### src/hw/rtl/u8pt_pkg.sv
`default_nettype none

package u8pt_pkg;

  typedef struct packed {
    logic [7:0] text_byte;
    logic       text_last;
  } text_t;

  typedef struct packed {
    logic [20:0] code_point;
    logic [2:0]  byte_count;
    logic [1:0]  char_class;
    logic        piece_start;
    logic        undecided;
    logic        all_decided;
    logic        text_end;
  } result_t;

  typedef struct packed {
    logic [20:0] code_point;
    logic [2:0]  byte_count;
  } cp_t;

  localparam int MaxCp = 3;

  // Everything one text byte releases: up to three codepoints.
  typedef struct packed {
    logic [1:0]           cp_count;
    cp_t [MaxCp-1:0]      cps;
    logic                 text_last;
  } group_t;

  localparam logic [1:0] CLS_SPACE  = 2'd0;
  localparam logic [1:0] CLS_LETTER = 2'd1;
  localparam logic [1:0] CLS_NUMBER = 2'd2;
  localparam logic [1:0] CLS_OTHER  = 2'd3;
  localparam logic [2:0] RUN_NONE   = 3'd4;

  localparam int MidDepthDefault = 4;
  localparam int OutDepthDefault = 2;

  localparam int NumLetterSpans = 11;
  localparam logic [20:0] LETTER_LO [NumLetterSpans] = '{
    21'h41, 21'h61, 21'hC0, 21'h370, 21'h400, 21'h3040, 21'h30A0, 21'h3400,
    21'h4E00, 21'hF900, 21'h20000};
  localparam logic [20:0] LETTER_HI [NumLetterSpans] = '{
    21'h5A, 21'h7A, 21'h24F, 21'h3FF, 21'h4FF, 21'h309F, 21'h30FF, 21'h4DBF,
    21'h9FFF, 21'hFAFF, 21'h2A6DF};

  localparam int NumOtherSpans = 5;
  localparam logic [20:0] OTHER_LO [NumOtherSpans] = '{
    21'h20, 21'h3A, 21'h5B, 21'h7B, 21'h09};
  localparam logic [20:0] OTHER_HI [NumOtherSpans] = '{
    21'h2F, 21'h40, 21'h60, 21'h7E, 21'h0D};

  function automatic logic [2:0] seq_len(input logic [7:0] b);
    logic [2:0] n;
    if (!b[7]) begin
      n = 3'd1;
    end else if ((b & 8'hE0) == 8'hC0) begin
      n = 3'd2;
    end else if ((b & 8'hF0) == 8'hE0) begin
      n = 3'd3;
    end else if ((b & 8'hF8) == 8'hF0) begin
      n = 3'd4;
    end else begin
      n = 3'd1;
    end
    return n;
  endfunction

  function automatic logic [20:0] decode(input logic [7:0] b0, input logic [7:0] b1,
                                         input logic [7:0] b2, input logic [7:0] b3,
                                         input logic [2:0] n);
    logic [20:0] cp;
    case (n)
      3'd2:    cp = {10'd0, b0[4:0], b1[5:0]};
      3'd3:    cp = {5'd0, b0[3:0], b1[5:0], b2[5:0]};
      3'd4:    cp = {b0[2:0], b1[5:0], b2[5:0], b3[5:0]};
      default: cp = {13'd0, b0};
    endcase
    return cp;
  endfunction

  function automatic logic is_letter(input logic [20:0] cp);
    logic hit;
    hit = 1'b0;
    for (int k = 0; k < NumLetterSpans; k++) begin
      hit = hit | ((cp >= LETTER_LO[k]) && (cp <= LETTER_HI[k]));
    end
    return hit;
  endfunction

  function automatic logic is_known_other(input logic [20:0] cp);
    logic hit;
    hit = 1'b0;
    for (int k = 0; k < NumOtherSpans; k++) begin
      hit = hit | ((cp >= OTHER_LO[k]) && (cp <= OTHER_HI[k]));
    end
    return hit;
  endfunction

  function automatic logic is_number(input logic [20:0] cp);
    return (cp >= 21'h30) && (cp <= 21'h39);
  endfunction

  function automatic logic is_space(input logic [20:0] cp);
    return (cp == 21'h20) || ((cp >= 21'h09) && (cp <= 21'h0D));
  endfunction

endpackage

`default_nettype wire

### src/hw/rtl/u8pt_fifo.sv
`default_nettype none

module u8pt_fifo #(
  parameter int WIDTH = 1,
  parameter int DEPTH = 2
) (
  input  logic             clk,
  input  logic             rst,
  input  logic             wr_en,
  input  logic [WIDTH-1:0] wr_data,
  input  logic             rd_en,
  output logic [WIDTH-1:0] rd_data,
  output logic             full,
  output logic             empty
);

  localparam int AW = (DEPTH > 1) ? $clog2(DEPTH) : 1;
  localparam int CW = $clog2(DEPTH + 1);

  logic [WIDTH-1:0] mem [DEPTH];
  logic [AW-1:0]    wr_ptr;
  logic [AW-1:0]    rd_ptr;
  logic [CW-1:0]    count;
  logic             wr_fire;
  logic             rd_fire;

  assign full    = (count == CW'(DEPTH));
  assign empty   = (count == '0);
  assign wr_fire = wr_en && !full;
  assign rd_fire = rd_en && !empty;
  assign rd_data = mem[rd_ptr];

  always_ff @(posedge clk) begin
    if (wr_fire) begin
      mem[wr_ptr] <= wr_data;
    end
  end

  always_ff @(posedge clk) begin
    if (rst) begin
      wr_ptr <= '0;
      rd_ptr <= '0;
      count  <= '0;
    end else begin
      if (wr_fire) begin
        wr_ptr <= (wr_ptr == AW'(DEPTH - 1)) ? '0 : wr_ptr + 1'b1;
      end
      if (rd_fire) begin
        rd_ptr <= (rd_ptr == AW'(DEPTH - 1)) ? '0 : rd_ptr + 1'b1;
      end
      if (wr_fire && !rd_fire) begin
        count <= count + 1'b1;
      end else if (rd_fire && !wr_fire) begin
        count <= count - 1'b1;
      end
    end
  end

endmodule

`default_nettype wire

### src/hw/rtl/u8pt_front.sv
`default_nettype none

module u8pt_front (
  input  logic              clk,
  input  logic              rst,
  input  logic              push,
  input  u8pt_pkg::text_t   text,
  output logic              full,
  input  logic              mid_full,
  output logic              mid_wr,
  output u8pt_pkg::group_t  mid_data
);

  import u8pt_pkg::*;

  logic [7:0]  held_bytes [3];
  logic [1:0]  held_count;
  logic [2:0]  needed_length;

  logic [7:0]  b;
  logic [7:0]  b0;
  logic [7:0]  b1;
  logic [7:0]  b2;
  logic [2:0]  len;
  logic [2:0]  need;
  logic [20:0] full_cp;
  logic        complete;
  logic        emit;
  logic        accept;

  assign full   = mid_full;
  assign accept = push && !mid_full;

  always_comb begin
    b        = text.text_byte;
    len      = {1'b0, held_count} + 3'd1;
    b0       = (held_count != 2'd0) ? held_bytes[0] : b;
    b1       = (held_count > 2'd1) ? held_bytes[1] : b;
    b2       = (held_count == 2'd3) ? held_bytes[2] : b;
    need     = (held_count != 2'd0) ? needed_length : seq_len(b0);
    full_cp  = decode(b0, b1, b2, b, need);
    complete = (len >= need);

    mid_data.text_last = text.text_last;
    mid_data.cp_count  = 2'd1;
    for (int k = 0; k < MaxCp; k++) begin
      mid_data.cps[k] = '{code_point: full_cp, byte_count: need};
    end
    emit = 1'b1;

    if (complete) begin
      emit = 1'b1;
    end else if (text.text_last) begin
      // A lead cut short by the end of text stands alone; what follows is decoded afresh.
      mid_data.cps[0] = '{code_point: {13'd0, b0}, byte_count: 3'd1};
      if (len == 3'd2) begin
        mid_data.cp_count = 2'd2;
        mid_data.cps[1]   = '{code_point: {13'd0, b1}, byte_count: 3'd1};
      end else if (len == 3'd3) begin
        if (seq_len(b1) == 3'd2) begin
          mid_data.cp_count = 2'd2;
          mid_data.cps[1]   = '{code_point: decode(b1, b2, b2, b2, 3'd2), byte_count: 3'd2};
        end else begin
          mid_data.cp_count = 2'd3;
          mid_data.cps[1]   = '{code_point: {13'd0, b1}, byte_count: 3'd1};
          mid_data.cps[2]   = '{code_point: {13'd0, b2}, byte_count: 3'd1};
        end
      end
    end else begin
      emit = 1'b0;
    end

    mid_wr = accept && emit;
  end

  always_ff @(posedge clk) begin
    if (accept && !emit) begin
      held_bytes[held_count] <= b;
    end
  end

  always_ff @(posedge clk) begin
    if (rst) begin
      held_count    <= '0;
      needed_length <= '0;
    end else if (accept) begin
      if (emit) begin
        held_count    <= '0;
        needed_length <= '0;
      end else begin
        held_count    <= held_count + 2'd1;
        needed_length <= need;
      end
    end
  end

endmodule

`default_nettype wire

### src/hw/rtl/u8pt_back.sv
`default_nettype none

module u8pt_back (
  input  logic               clk,
  input  logic               rst,
  input  logic               mid_empty,
  input  u8pt_pkg::group_t   mid_data,
  output logic               mid_rd,
  input  logic               out_full,
  output logic               out_wr,
  output u8pt_pkg::result_t  out_data
);

  import u8pt_pkg::*;

  logic [1:0] idx;
  logic [2:0] run_class;
  logic       space_pending;
  logic       decided_so_far;

  cp_t        cur;
  logic       fire;
  logic       last_cp;
  logic [1:0] cls;
  logic       dec;
  logic       start;
  logic [2:0] run_class_next;
  logic       space_pending_next;
  logic       decided_next;

  always_comb begin
    cur     = mid_data.cps[idx];
    fire    = !mid_empty && !out_full;
    last_cp = (idx == (mid_data.cp_count - 2'd1));
    dec     = is_letter(cur.code_point) || is_number(cur.code_point) ||
              is_known_other(cur.code_point);

    if (is_space(cur.code_point)) begin
      cls = CLS_SPACE;
    end else if (is_letter(cur.code_point)) begin
      cls = CLS_LETTER;
    end else if (is_number(cur.code_point)) begin
      cls = CLS_NUMBER;
    end else begin
      cls = CLS_OTHER;
    end

    run_class_next     = run_class;
    space_pending_next = space_pending;
    if (space_pending) begin
      start              = 1'b0;
      space_pending_next = 1'b0;
      run_class_next     = {1'b0, cls};
    end else if (run_class == {1'b0, cls}) begin
      start = 1'b0;
    end else begin
      start              = 1'b1;
      run_class_next     = {1'b0, cls};
      space_pending_next = (cur.code_point == 21'h20);
    end
    decided_next = decided_so_far && dec;

    out_data.code_point  = cur.code_point;
    out_data.byte_count  = cur.byte_count;
    out_data.char_class  = cls;
    out_data.piece_start = start;
    out_data.undecided   = !dec;
    out_data.all_decided = decided_next;
    out_data.text_end    = mid_data.text_last && last_cp;

    out_wr = fire;
    mid_rd = fire && last_cp;
  end

  always_ff @(posedge clk) begin
    if (rst) begin
      idx            <= '0;
      run_class      <= RUN_NONE;
      space_pending  <= 1'b0;
      decided_so_far <= 1'b1;
    end else if (fire) begin
      idx <= last_cp ? 2'd0 : idx + 2'd1;
      if (out_data.text_end) begin
        run_class      <= RUN_NONE;
        space_pending  <= 1'b0;
        decided_so_far <= 1'b1;
      end else begin
        run_class      <= run_class_next;
        space_pending  <= space_pending_next;
        decided_so_far <= decided_next;
      end
    end
  end

endmodule

`default_nettype wire

### src/hw/rtl/utf8_pretokenizer_splitter.sv
// UTF-8 pretokenizer front end: bytes in, classified codepoints out.
// The text channel is a queue input: a byte beat is taken at a rising edge with push high
// and full low; text_last marks the final byte of a text.
// The result channel is a queue output: while empty is low the oldest codepoint is on
// result, and it is taken at a rising edge with pop high.
// The front decodes one byte per cycle while full is low and writes the codepoints
// it completes into a small queue; the back classifies one codepoint per cycle, when
// one waits and the output queue has room. Throughput is one byte per cycle while full
// is low. A byte that completes a codepoint passes through the middle queue, the
// classifier and the output queue to the ports; a byte that ends a text mid-sequence
// may release up to three codepoints, which the classifier passes on in turn.
// When pop stays low the output queue fills, then the middle queue, and full rises;
// no beat is lost or repeated.
// Reset empties both queues, drops any partly received sequence and starts a new text.
`default_nettype none

module utf8_pretokenizer_splitter #(
  parameter int MID_DEPTH = u8pt_pkg::MidDepthDefault,
  parameter int OUT_DEPTH = u8pt_pkg::OutDepthDefault
) (
  input  logic               clk,
  input  logic               rst,
  input  logic               push,
  input  u8pt_pkg::text_t    text,
  output logic               full,
  output logic               empty,
  input  logic               pop,
  output u8pt_pkg::result_t  result
);

  import u8pt_pkg::*;

  logic    mid_wr;
  logic    mid_rd;
  logic    mid_full;
  logic    mid_empty;
  group_t  mid_in;
  group_t  mid_out;
  logic    out_wr;
  logic    out_full;
  result_t out_in;

  u8pt_front u_front (
    .clk      (clk),
    .rst      (rst),
    .push     (push),
    .text     (text),
    .full     (full),
    .mid_full (mid_full),
    .mid_wr   (mid_wr),
    .mid_data (mid_in)
  );

  u8pt_fifo #(
    .WIDTH ($bits(group_t)),
    .DEPTH (MID_DEPTH)
  ) u_mid_fifo (
    .clk     (clk),
    .rst     (rst),
    .wr_en   (mid_wr),
    .wr_data (mid_in),
    .rd_en   (mid_rd),
    .rd_data (mid_out),
    .full    (mid_full),
    .empty   (mid_empty)
  );

  u8pt_back u_back (
    .clk       (clk),
    .rst       (rst),
    .mid_empty (mid_empty),
    .mid_data  (mid_out),
    .mid_rd    (mid_rd),
    .out_full  (out_full),
    .out_wr    (out_wr),
    .out_data  (out_in)
  );

  u8pt_fifo #(
    .WIDTH ($bits(result_t)),
    .DEPTH (OUT_DEPTH)
  ) u_out_fifo (
    .clk     (clk),
    .rst     (rst),
    .wr_en   (out_wr),
    .wr_data (out_in),
    .rd_en   (pop),
    .rd_data (result),
    .full    (out_full),
    .empty   (empty)
  );

endmodule

`default_nettype wire

### config.mk
export PLATFORM = sky130hd
export DESIGN_NAME = utf8_pretokenizer_splitter
export DESIGN_NICKNAME = d
export VERILOG_FILES = /design/src/hw/rtl/u8pt_pkg.sv /design/src/hw/rtl/u8pt_fifo.sv /design/src/hw/rtl/u8pt_front.sv /design/src/hw/rtl/u8pt_back.sv /design/src/hw/rtl/utf8_pretokenizer_splitter.sv
export SDC_FILE = /design/constraint.sdc
export NUM_CORES = 1
export LEC_CHECK = 0
export BUFFER_PORTS_ARGS = -buffer_cell sky130_fd_sc_hd__buf_2
export CAP_MARGIN = 20
export CORE_ASPECT_RATIO = 1.25
export CORE_MARGIN = 10
export CORE_UTILIZATION = 67
export DETAILED_ROUTE_END_ITERATION = 7
export PLACE_DENSITY = 0.85
export SLEW_MARGIN = 10
export SYNTH_ARGS = -nofsm -noshare
export SYNTH_HDL_FRONTEND = slang
export SYNTH_SLANG_ARGS = --single-unit
### constraint.sdc
create_clock -name clk -period 14.7 [get_ports clk]
set_clock_uncertainty 0.05 [all_clocks]
set_input_delay 2.94 -clock clk [delete_from_list [all_inputs] [get_ports clk]]
set_output_delay 2.94 -clock clk [all_outputs]
set_load 0.03 [all_outputs]
== After elaboration in Yosys (flattened, before gate mapping) ==
Memories as Yosys holds them, arrays and structs flattened. A register that Yosys moved wholly into a read port is not among the register bits.
Index checks and enable logic that the tools add are counted.

* Add/subtract/negate cells: 12
* Order comparisons: 37
* Bitwise operators: 14
* Reductions and logical operators: 51
* Eq/ne operators: 21
* Mux-type cells: 63

{| class="wikitable"
|+ Operators with widths
! operator !! number
|-
| two-way mux 74 bit || 2
|-
| <= comparator 21 x 7 -> 1 bit, second input constant || 5
|-
| two-way mux 24 bit || 4
|-
| >= comparator 21 x 7 -> 1 bit, second input constant || 4
|-
| >= comparator 21 x 14 -> 1 bit, second input constant || 3
|-
| >= comparator 21 x 6 -> 1 bit, second input constant || 3
|-
| one-hot mux 21 bit (3 select lines) || 1
|-
| two-way mux 3 bit || 19
|-
| two-way mux 50 bit || 1
|-
| binary-select mux 24 bit (select 2 bit) || 1
|-
| <= comparator 21 x 10 -> 1 bit, second input constant || 2
|-
| <= comparator 21 x 14 -> 1 bit, second input constant || 2
|-
| <= comparator 21 x 16 -> 1 bit, second input constant || 2
|-
| <= comparator 21 x 6 -> 1 bit, second input constant || 2
|-
| logical AND 1 bit || 32
|-
| two-way mux 8 bit || 3
|-
| two-way mux 2 bit || 11
|-
| equality test 21 x 6 -> 1 bit, second input constant || 1
|-
| >= comparator 21 x 10 -> 1 bit, second input constant || 1
|-
| >= comparator 21 x 11 -> 1 bit, second input constant || 1
|-
| >= comparator 21 x 15 -> 1 bit, second input constant || 1
|-
| >= comparator 21 x 16 -> 1 bit, second input constant || 1
|-
| >= comparator 21 x 18 -> 1 bit, second input constant || 1
|-
| >= comparator 21 x 4 -> 1 bit, second input constant || 1
|-
| other kinds (31) || 94
|}

* Output and inout port bits: 32
* Flip-flop bits (word level): 23
* RAM bits: 384
* Memories: 3

{| class="wikitable"
|+ Memory list
! name !! words !! width !! rd ports !! clocked after memory_dff !! write ports !! RTL line !! source
|-
| u_mid_fifo.mem || 4 || 75 || 1 || 1 || 1 || u8pt_fifo.sv:20 || <nowiki>logic [WIDTH-1:0] mem [DEPTH];</nowiki>
|-
| u_out_fifo.mem || 2 || 30 || 1 || 1 || 1 || u8pt_fifo.sv:20 ||
|-
| u_front.held_bytes || 3 || 8 || 3 || 0 || 1 || u8pt_front.sv:16 || <nowiki>logic [7:0] held_bytes [3];</nowiki>
|}

== Depth between registers and ports, before layout ==
* Word-level depth: 20
* Gate-level depth with buffers: 22
* Depth with buffers taken out: 19

== By module ==
A second synthesis with hierarchy kept.

* Cells, all modules: 1147
* Area, all modules: 18238.7 um^2

{| class="wikitable"
|+ Modules (own cells, without submodules)
! module !! cells an instance !! instances !! area an instance (um^2)
|-
| u8pt_fifo at u_mid_fifo || 441 || 1 || 11320.9
|-
| u8pt_front || 336 || 1 || 2680.1
|-
| u8pt_fifo at u_out_fifo || 118 || 1 || 2372.3
|-
| u8pt_back || 252 || 1 || 1865.5
|}

== Worst setup path after synthesis ==
OpenSTA, ideal clock, no wires.

* Path type: input to register
* Start point: in text[5] (netlist bit)
* End point: mem u_mid_fifo.mem[0][0] (netlist bit) (enable)
* Data required time: 14.209 ns
* Buffers on the path: 2
* Cell stages on the path: 11
* Path slack: 7.113 ns
* Library setup time: 0.441 ns
* Arrival time: 7.096 ns
* Cell sequence: mux2i_1 -> or2_2 -> o32ai_1 -> clkinv_1 -> clkbuf_1 -> ha_1 -> a21oi_1 -> nor2b_1 -> clkbuf_1 -> nor2_1 -> and2_1

* Word-level cells in the longest chain between the ends: 13
* Elaborated cells between the ends (all ways): 14

{| class="wikitable"
|+ RTL lines
! item !! RTL line !! source
|-
| start, declared || utf8_pretokenizer_splitter.sv:24 || <nowiki>input u8pt_pkg::text_t text,</nowiki>
|-
| two-way mux 8 bit * || u8pt_front.sv:37 || <nowiki>b0 = (held_count != 2'd0) ? held_bytes[0] : b;</nowiki>
|-
| equality test 5 bit || u8pt_pkg.sv:65 || <nowiki>end else if ((b & 8'hF8) == 8'hF0) begin</nowiki>
|-
| two-way mux 3 bit || u8pt_pkg.sv:65 ||
|-
| two-way mux 3 bit * || u8pt_pkg.sv:63 || <nowiki>end else if ((b & 8'hF0) == 8'hE0) begin</nowiki>
|-
| two-way mux 3 bit * || u8pt_pkg.sv:61 || <nowiki>end else if ((b & 8'hE0) == 8'hC0) begin</nowiki>
|-
| two-way mux 3 bit * || u8pt_pkg.sv:59 || <nowiki>if (!b[7]) begin</nowiki>
|-
| two-way mux 3 bit * || u8pt_front.sv:40 || <nowiki>need = (held_count != 2'd0) ? needed_length : seq_len(b0);</nowiki>
|-
| >= comparator 3 bit * || u8pt_front.sv:42 || <nowiki>complete = (len >= need);</nowiki>
|-
| two-way mux 1 bit * || u8pt_front.sv:51 || <nowiki>if (complete) begin</nowiki>
|-
| logical AND 1 bit * || u8pt_front.sv:73 || <nowiki>mid_wr = accept && emit;</nowiki>
|-
| logical AND 1 bit * || u8pt_fifo.sv:29 || <nowiki>assign wr_fire = wr_en && !full;</nowiki>
|-
| named net u_mid_fifo.wr_fire || u8pt_fifo.sv:24 || <nowiki>logic wr_fire;</nowiki>
|-
| two-way mux 1 bit * || u8pt_fifo.sv:34 || <nowiki>if (wr_fire) begin</nowiki>
|-
| two-way mux 1 bit (not written as such) * || u8pt_fifo.sv:35 || <nowiki>mem[wr_ptr] <= wr_data;</nowiki>
|-
| end, declared || u8pt_fifo.sv:20 ||
|}

Mark *: on every way through the listed nets, which the timed path passes. The rest lies on a longest branch.

==> metrics.csv <==
stage,metric,value,unit
logic_synthesis,sequential fraction of the synthesis area,66.7,%
timing,final setup vio count,0,
logic_synthesis,count of synthesis-stage warnings from yosys,0,
clock_network,clock latency of the later-clocked register in the worst-skew pair,0.52,ns
timing,post-layout min period,7.40,ns
clock_network,clock tree from TritonCTS,built,
setup_path,"Data required, critical path",14.85,ns
global_routing,met3 Usage GRT,4.41,%
setup_path,"critical path, cell by cell",buf_2 -> mux2i_1 -> or2_2 -> a21oi_1 -> a21o_1 -> inv_1 -> ha_1 -> nand2b_1 -> a21o_1 -> a21oi_1 -> nand2_1 -> a21oi_1 -> nand2b_1 -> nor2_1,
timing,"Slew Viols, Final",0,
logic_synthesis,flip-flop cell with the highest count after synthesis,sky130_fd_sc_hd__edfxtp_1,
global_routing,via count of the first global-routing pass,11331,
die,Total Die Area,34000,µm²
die,Starting Density,67.7,%
clock_network,post-CTS clock slew at the launch and capture registers of the worst setup and hold paths,0.06,ns
layout,final layout net count,1292,
setup_path,reg2reg path depth,15,
placed_design,DP HPWL,25900,µm
global_routing,first-pass GRT wire length,66200,µm
global_routing,residual overflow from global routing,0,
clock_network,Clock Tree Root,sky130_fd_sc_hd__clkbuf_16,
layout,multi-input combinational cell area,5570,µm²
placed_design,GP Congestion,0.914,
die,number of placed I/O pins,45,
die,Site Rows,67,
routing,Starting DRT DRC Count,1513,
timing,Fin. Hold Viols,0,
global_routing,maximum number of pins on one net before global-route repair,76,
logic_synthesis,number of enable flip-flop cells after synthesis,384,
die,overall die width,167,µm
routing,total number of vias,11267,
routing,Post-route DRC,0,
setup_path,Setup crit end kind,flip-flop,
global_routing,global-route layer with the greatest usage,met2,
min_path,worst min-delay path class,reg2reg,
layout,Register Area,12100,µm²
logic_synthesis,fraction of synthesized cell area taken by the top area cell type,63.9,%
global_routing,GR Layer Usage met2,42.4,%
setup_path,Critical Setup Path Class,in2reg,
layout,number of filler instances in the final layout,1561,
logic_synthesis,ranking of synthesized cells by area,"sky130_fd_sc_hd__edfxtp_1 (64%), sky130_fd_sc_hd__mux4_2 (5.7%), sky130_fd_sc_hd__mux2i_1 (5.4%)",
die,Die Y,204,µm
run,total of max-cap violations,0,
logic_synthesis,Async SR Flop Fraction,0,%
layout,Area Growth Syn to Fin,10.1,%
logic_synthesis,number of distinct library cells after synthesis,70,
global_routing,met1 Use GR,30.4,%
power,"IR drop worst, VDD",0.108,mV
setup_path,most numerous cell on the critical path,sky130_fd_sc_hd__a21oi_1,
setup_path,slowest library cell on the worst path,sky130_fd_sc_hd__a21oi_1,
timing,Final Cycle Share,50.3,%
power,power per unit of standard cell area,195,nW/µm²
logic_synthesis,Mapped Nets,1248,
power,total power,3.88,mW
routing,drt pass-1 iters,7,
logic_synthesis,leading area contributor after synthesis,sky130_fd_sc_hd__edfxtp_1,
clock_network,cts repair resizes,0,
placed_design,instance count after placement with tap cells included,1567,
setup_path,critical path's largest stage delay,1.02,ns
routing,number of nets still failing antenna checks after routing,0,
timing,slew at the pin closest to its max-slew limit,1.12,ns
clock_network,TritonCTS buffer count,38,
logic_synthesis,Mapped Avg Cell Area,14.8,µm²
placed_design,setup slack after placement,6.93,ns
clock_network,post-CTS setup-driven buffer insertion count,0,
timing,Slew HR,25.4,%
routing,Routed Wire Length,43000,µm
timing,final worst setup slack,7.30,ns
routing,routed via count divided by cell count,6.88,
logic_synthesis,area of the mapped netlist,18100,µm²
min_path,WHS Path Cells,2,
clock_network,number of buffers on the longest clock path,3,
placed_design,IO buf count,44,
setup_path,signal arrival time at the worst endpoint,7.55,ns
layout,layout cell share with drive strength beyond 1,18.0,%
timing,highest achievable clock rate,0.135,GHz
clock_network,# hold bufs at CTS,0,
layout,final cell count without fillers,1637,
logic_synthesis,synthesized instance count,1219,
timing,Setup TNS Final,0,ns
clock_network,CTS H-tree lvls,2,
layout,# diodes,0,
setup_path,type of element launching the critical path,primary input,
timing,setup repair after global routing missed its margin,false,
global_routing,number of antenna violations at the first check in global routing,0,
die,core area,26700,µm²
power,total leakage power,6.61,nW
clock_network,CTS Sinks,410,
setup_path,maximum fanout count along the critical path,18,
logic_synthesis,post-synthesis register bit count,410,
global_routing,global router's overall resource usage,24.7,%
routing,detailed-route wire length per cell,26.3,µm
status,status,finished clean,
layout by cell type (no fill, tap or decap), drive strengths merged, types with 6 or more instances in the layout:
cell / netlist / layout
clkinv: 3 / 14
nand3: 17 / 17
o22ai: 19 / 19
mux2: 36 / 36
inv: 34 / 34
or3: 6 / 6
nand4: 9 / 9
buf: 24 / 69
ha: 15 / 15
or4: 6 / 6
a31oi: 12 / 12
dfxtp: 26 / 26
a221oi: 23 / 23
xor2: 6 / 6
nor3: 22 / 22
nand2b: 26 / 26
and3: 7 / 7
mux2i: 98 / 98
a32oi: 10 / 10
o21ai: 43 / 43
mux4: 46 / 46
edfxtp: 384 / 384
a21oi: 43 / 43
and2: 11 / 11
nor4: 9 / 9
nand2: 58 / 58
nor2: 110 / 110
clkbuf: 41 / 51
a22oi: 9 / 9
stage by stage:
step / utilization (%) / hold slack [ns] / area [µm²]
2_1_floorplan: - / 0.381 / 18100
3_3_place_gp: 69.8 / 0.391 / 18600
3_5_place_dp: 69.8 / 0.402 / 18600
4_1_cts: 74.5 / 0.410 / 19900
5_1_grt: 74.6 / 0.429 / 19900
6_report: 74.6 / 0.411 / 19900
sequential cells by signal (all words and copies together) (netlist names), named ones only:
register / count
u_mid_fifo.mem: 300
u_out_fifo.mem: 60
u_out_fifo.wr_ptr: 1
u_out_fifo.rd_ptr: 1
u_mid_fifo.wr_ptr: 2
u_back.idx: 2
u_back.space_pending: 1
u_front.needed_length: 3
u_mid_fifo.count: 3
u_front.held_bytes: 24
u_out_fifo.count: 2
u_back.decided_so_far: 1
u_mid_fifo.rd_ptr: 2
u_front.held_count: 2
u_back.run_class: 3
cells in the mapped netlist (4+ instances only):
cell type / instances
sky130_fd_sc_hd__edfxtp_1: 384
sky130_fd_sc_hd__nor2_1: 109
sky130_fd_sc_hd__mux2i_1: 98
sky130_fd_sc_hd__nand2_1: 58
sky130_fd_sc_hd__mux4_2: 46
sky130_fd_sc_hd__a21oi_1: 43
sky130_fd_sc_hd__o21ai_0: 42
sky130_fd_sc_hd__clkbuf_1: 40
sky130_fd_sc_hd__mux2_2: 36
sky130_fd_sc_hd__inv_1: 30
sky130_fd_sc_hd__dfxtp_1: 26
sky130_fd_sc_hd__nand2b_1: 26
sky130_fd_sc_hd__a221oi_1: 23
sky130_fd_sc_hd__nor3_1: 22
sky130_fd_sc_hd__o22ai_1: 19
sky130_fd_sc_hd__nand3_1: 16
sky130_fd_sc_hd__ha_1: 15
sky130_fd_sc_hd__a31oi_1: 12
sky130_fd_sc_hd__and2_1: 11
sky130_fd_sc_hd__buf_2: 11
sky130_fd_sc_hd__a22oi_1: 9
sky130_fd_sc_hd__nand4_1: 9
sky130_fd_sc_hd__nor4_1: 9
sky130_fd_sc_hd__a32oi_1: 8
sky130_fd_sc_hd__and3_1: 7
sky130_fd_sc_hd__buf_6: 7
sky130_fd_sc_hd__or3_1: 6
sky130_fd_sc_hd__xor2_1: 6
sky130_fd_sc_hd__a211oi_1: 5
sky130_fd_sc_hd__buf_1: 5
sky130_fd_sc_hd__nor2b_1: 5
sky130_fd_sc_hd__o221ai_1: 5
sky130_fd_sc_hd__inv_2: 4
sky130_fd_sc_hd__o2111ai_1: 4
sky130_fd_sc_hd__o22a_1: 4
sky130_fd_sc_hd__o31ai_1: 4
sky130_fd_sc_hd__or4_1: 4
sky130_fd_sc_hd__xnor2_1: 4
path summary, 6_finish.rpt:
kind	endpoint	slack, ns	start
max	u_mid_fifo.mem[1][45]	7.30	text[5]
min reg2reg	u_front.needed_length[2]	0.41	u_front.needed_length[2]
min	u_front.needed_length[2]	0.41	u_front.needed_length[2]
max reg2reg	u_mid_fifo.mem[1][45]	8.65	u_front.held_count[0]
logic make-up after synthesis:
family | after synthesis | share of synthesized area, %
muxes | 180 | 13.4
and+or+nand+nor | 298 | 8.04
adders and majority gates | 16 | 1.15
AOI/OAI and AO/OA | 203 | 7.66
buffers and inverters | 102 | 2.52
xor gates and xnor gates | 10 | 0.485
DFF | 410 | 66.7
per-layer routing:
metal  wire length (µm)  vias up
li1                   -     4864
met2              21900      724
met3               3870      141
met1              15400     5538
met4               1890        0
met5                  0        -
power by group:
group          internal (mW)  total (mW)  switching, mW
clock network          0.580       0.992          0.412
registers               1.51        1.58         0.0760
logic                  0.449        1.31          0.858
layout make-up:
| cell class | instances | area share (%) |
|---|---|---|
| flip-flops and latches | 410 | 60.7 |
| multi-input cells | 707 | 28.0 |
| clock buffers | 51 | 5.35 |
| well taps | 345 | 2.17 |
| repair buffers | 69 | 2.15 |
| clock inverters | 18 | 0.963 |
| inverters | 37 | 0.699 |
worst max-delay path: cells and delay by family:
family                   cells  cell delay, ns
AND/OR/NAND/NOR              5            1.48
multiplexers                 1            0.18
AO/OA/AOI/OAI                5            2.06
buffers and inverters        2            0.52
adder cells (fa/ha/maj)      1            0.36
Power figures use the tool's default switching activity.
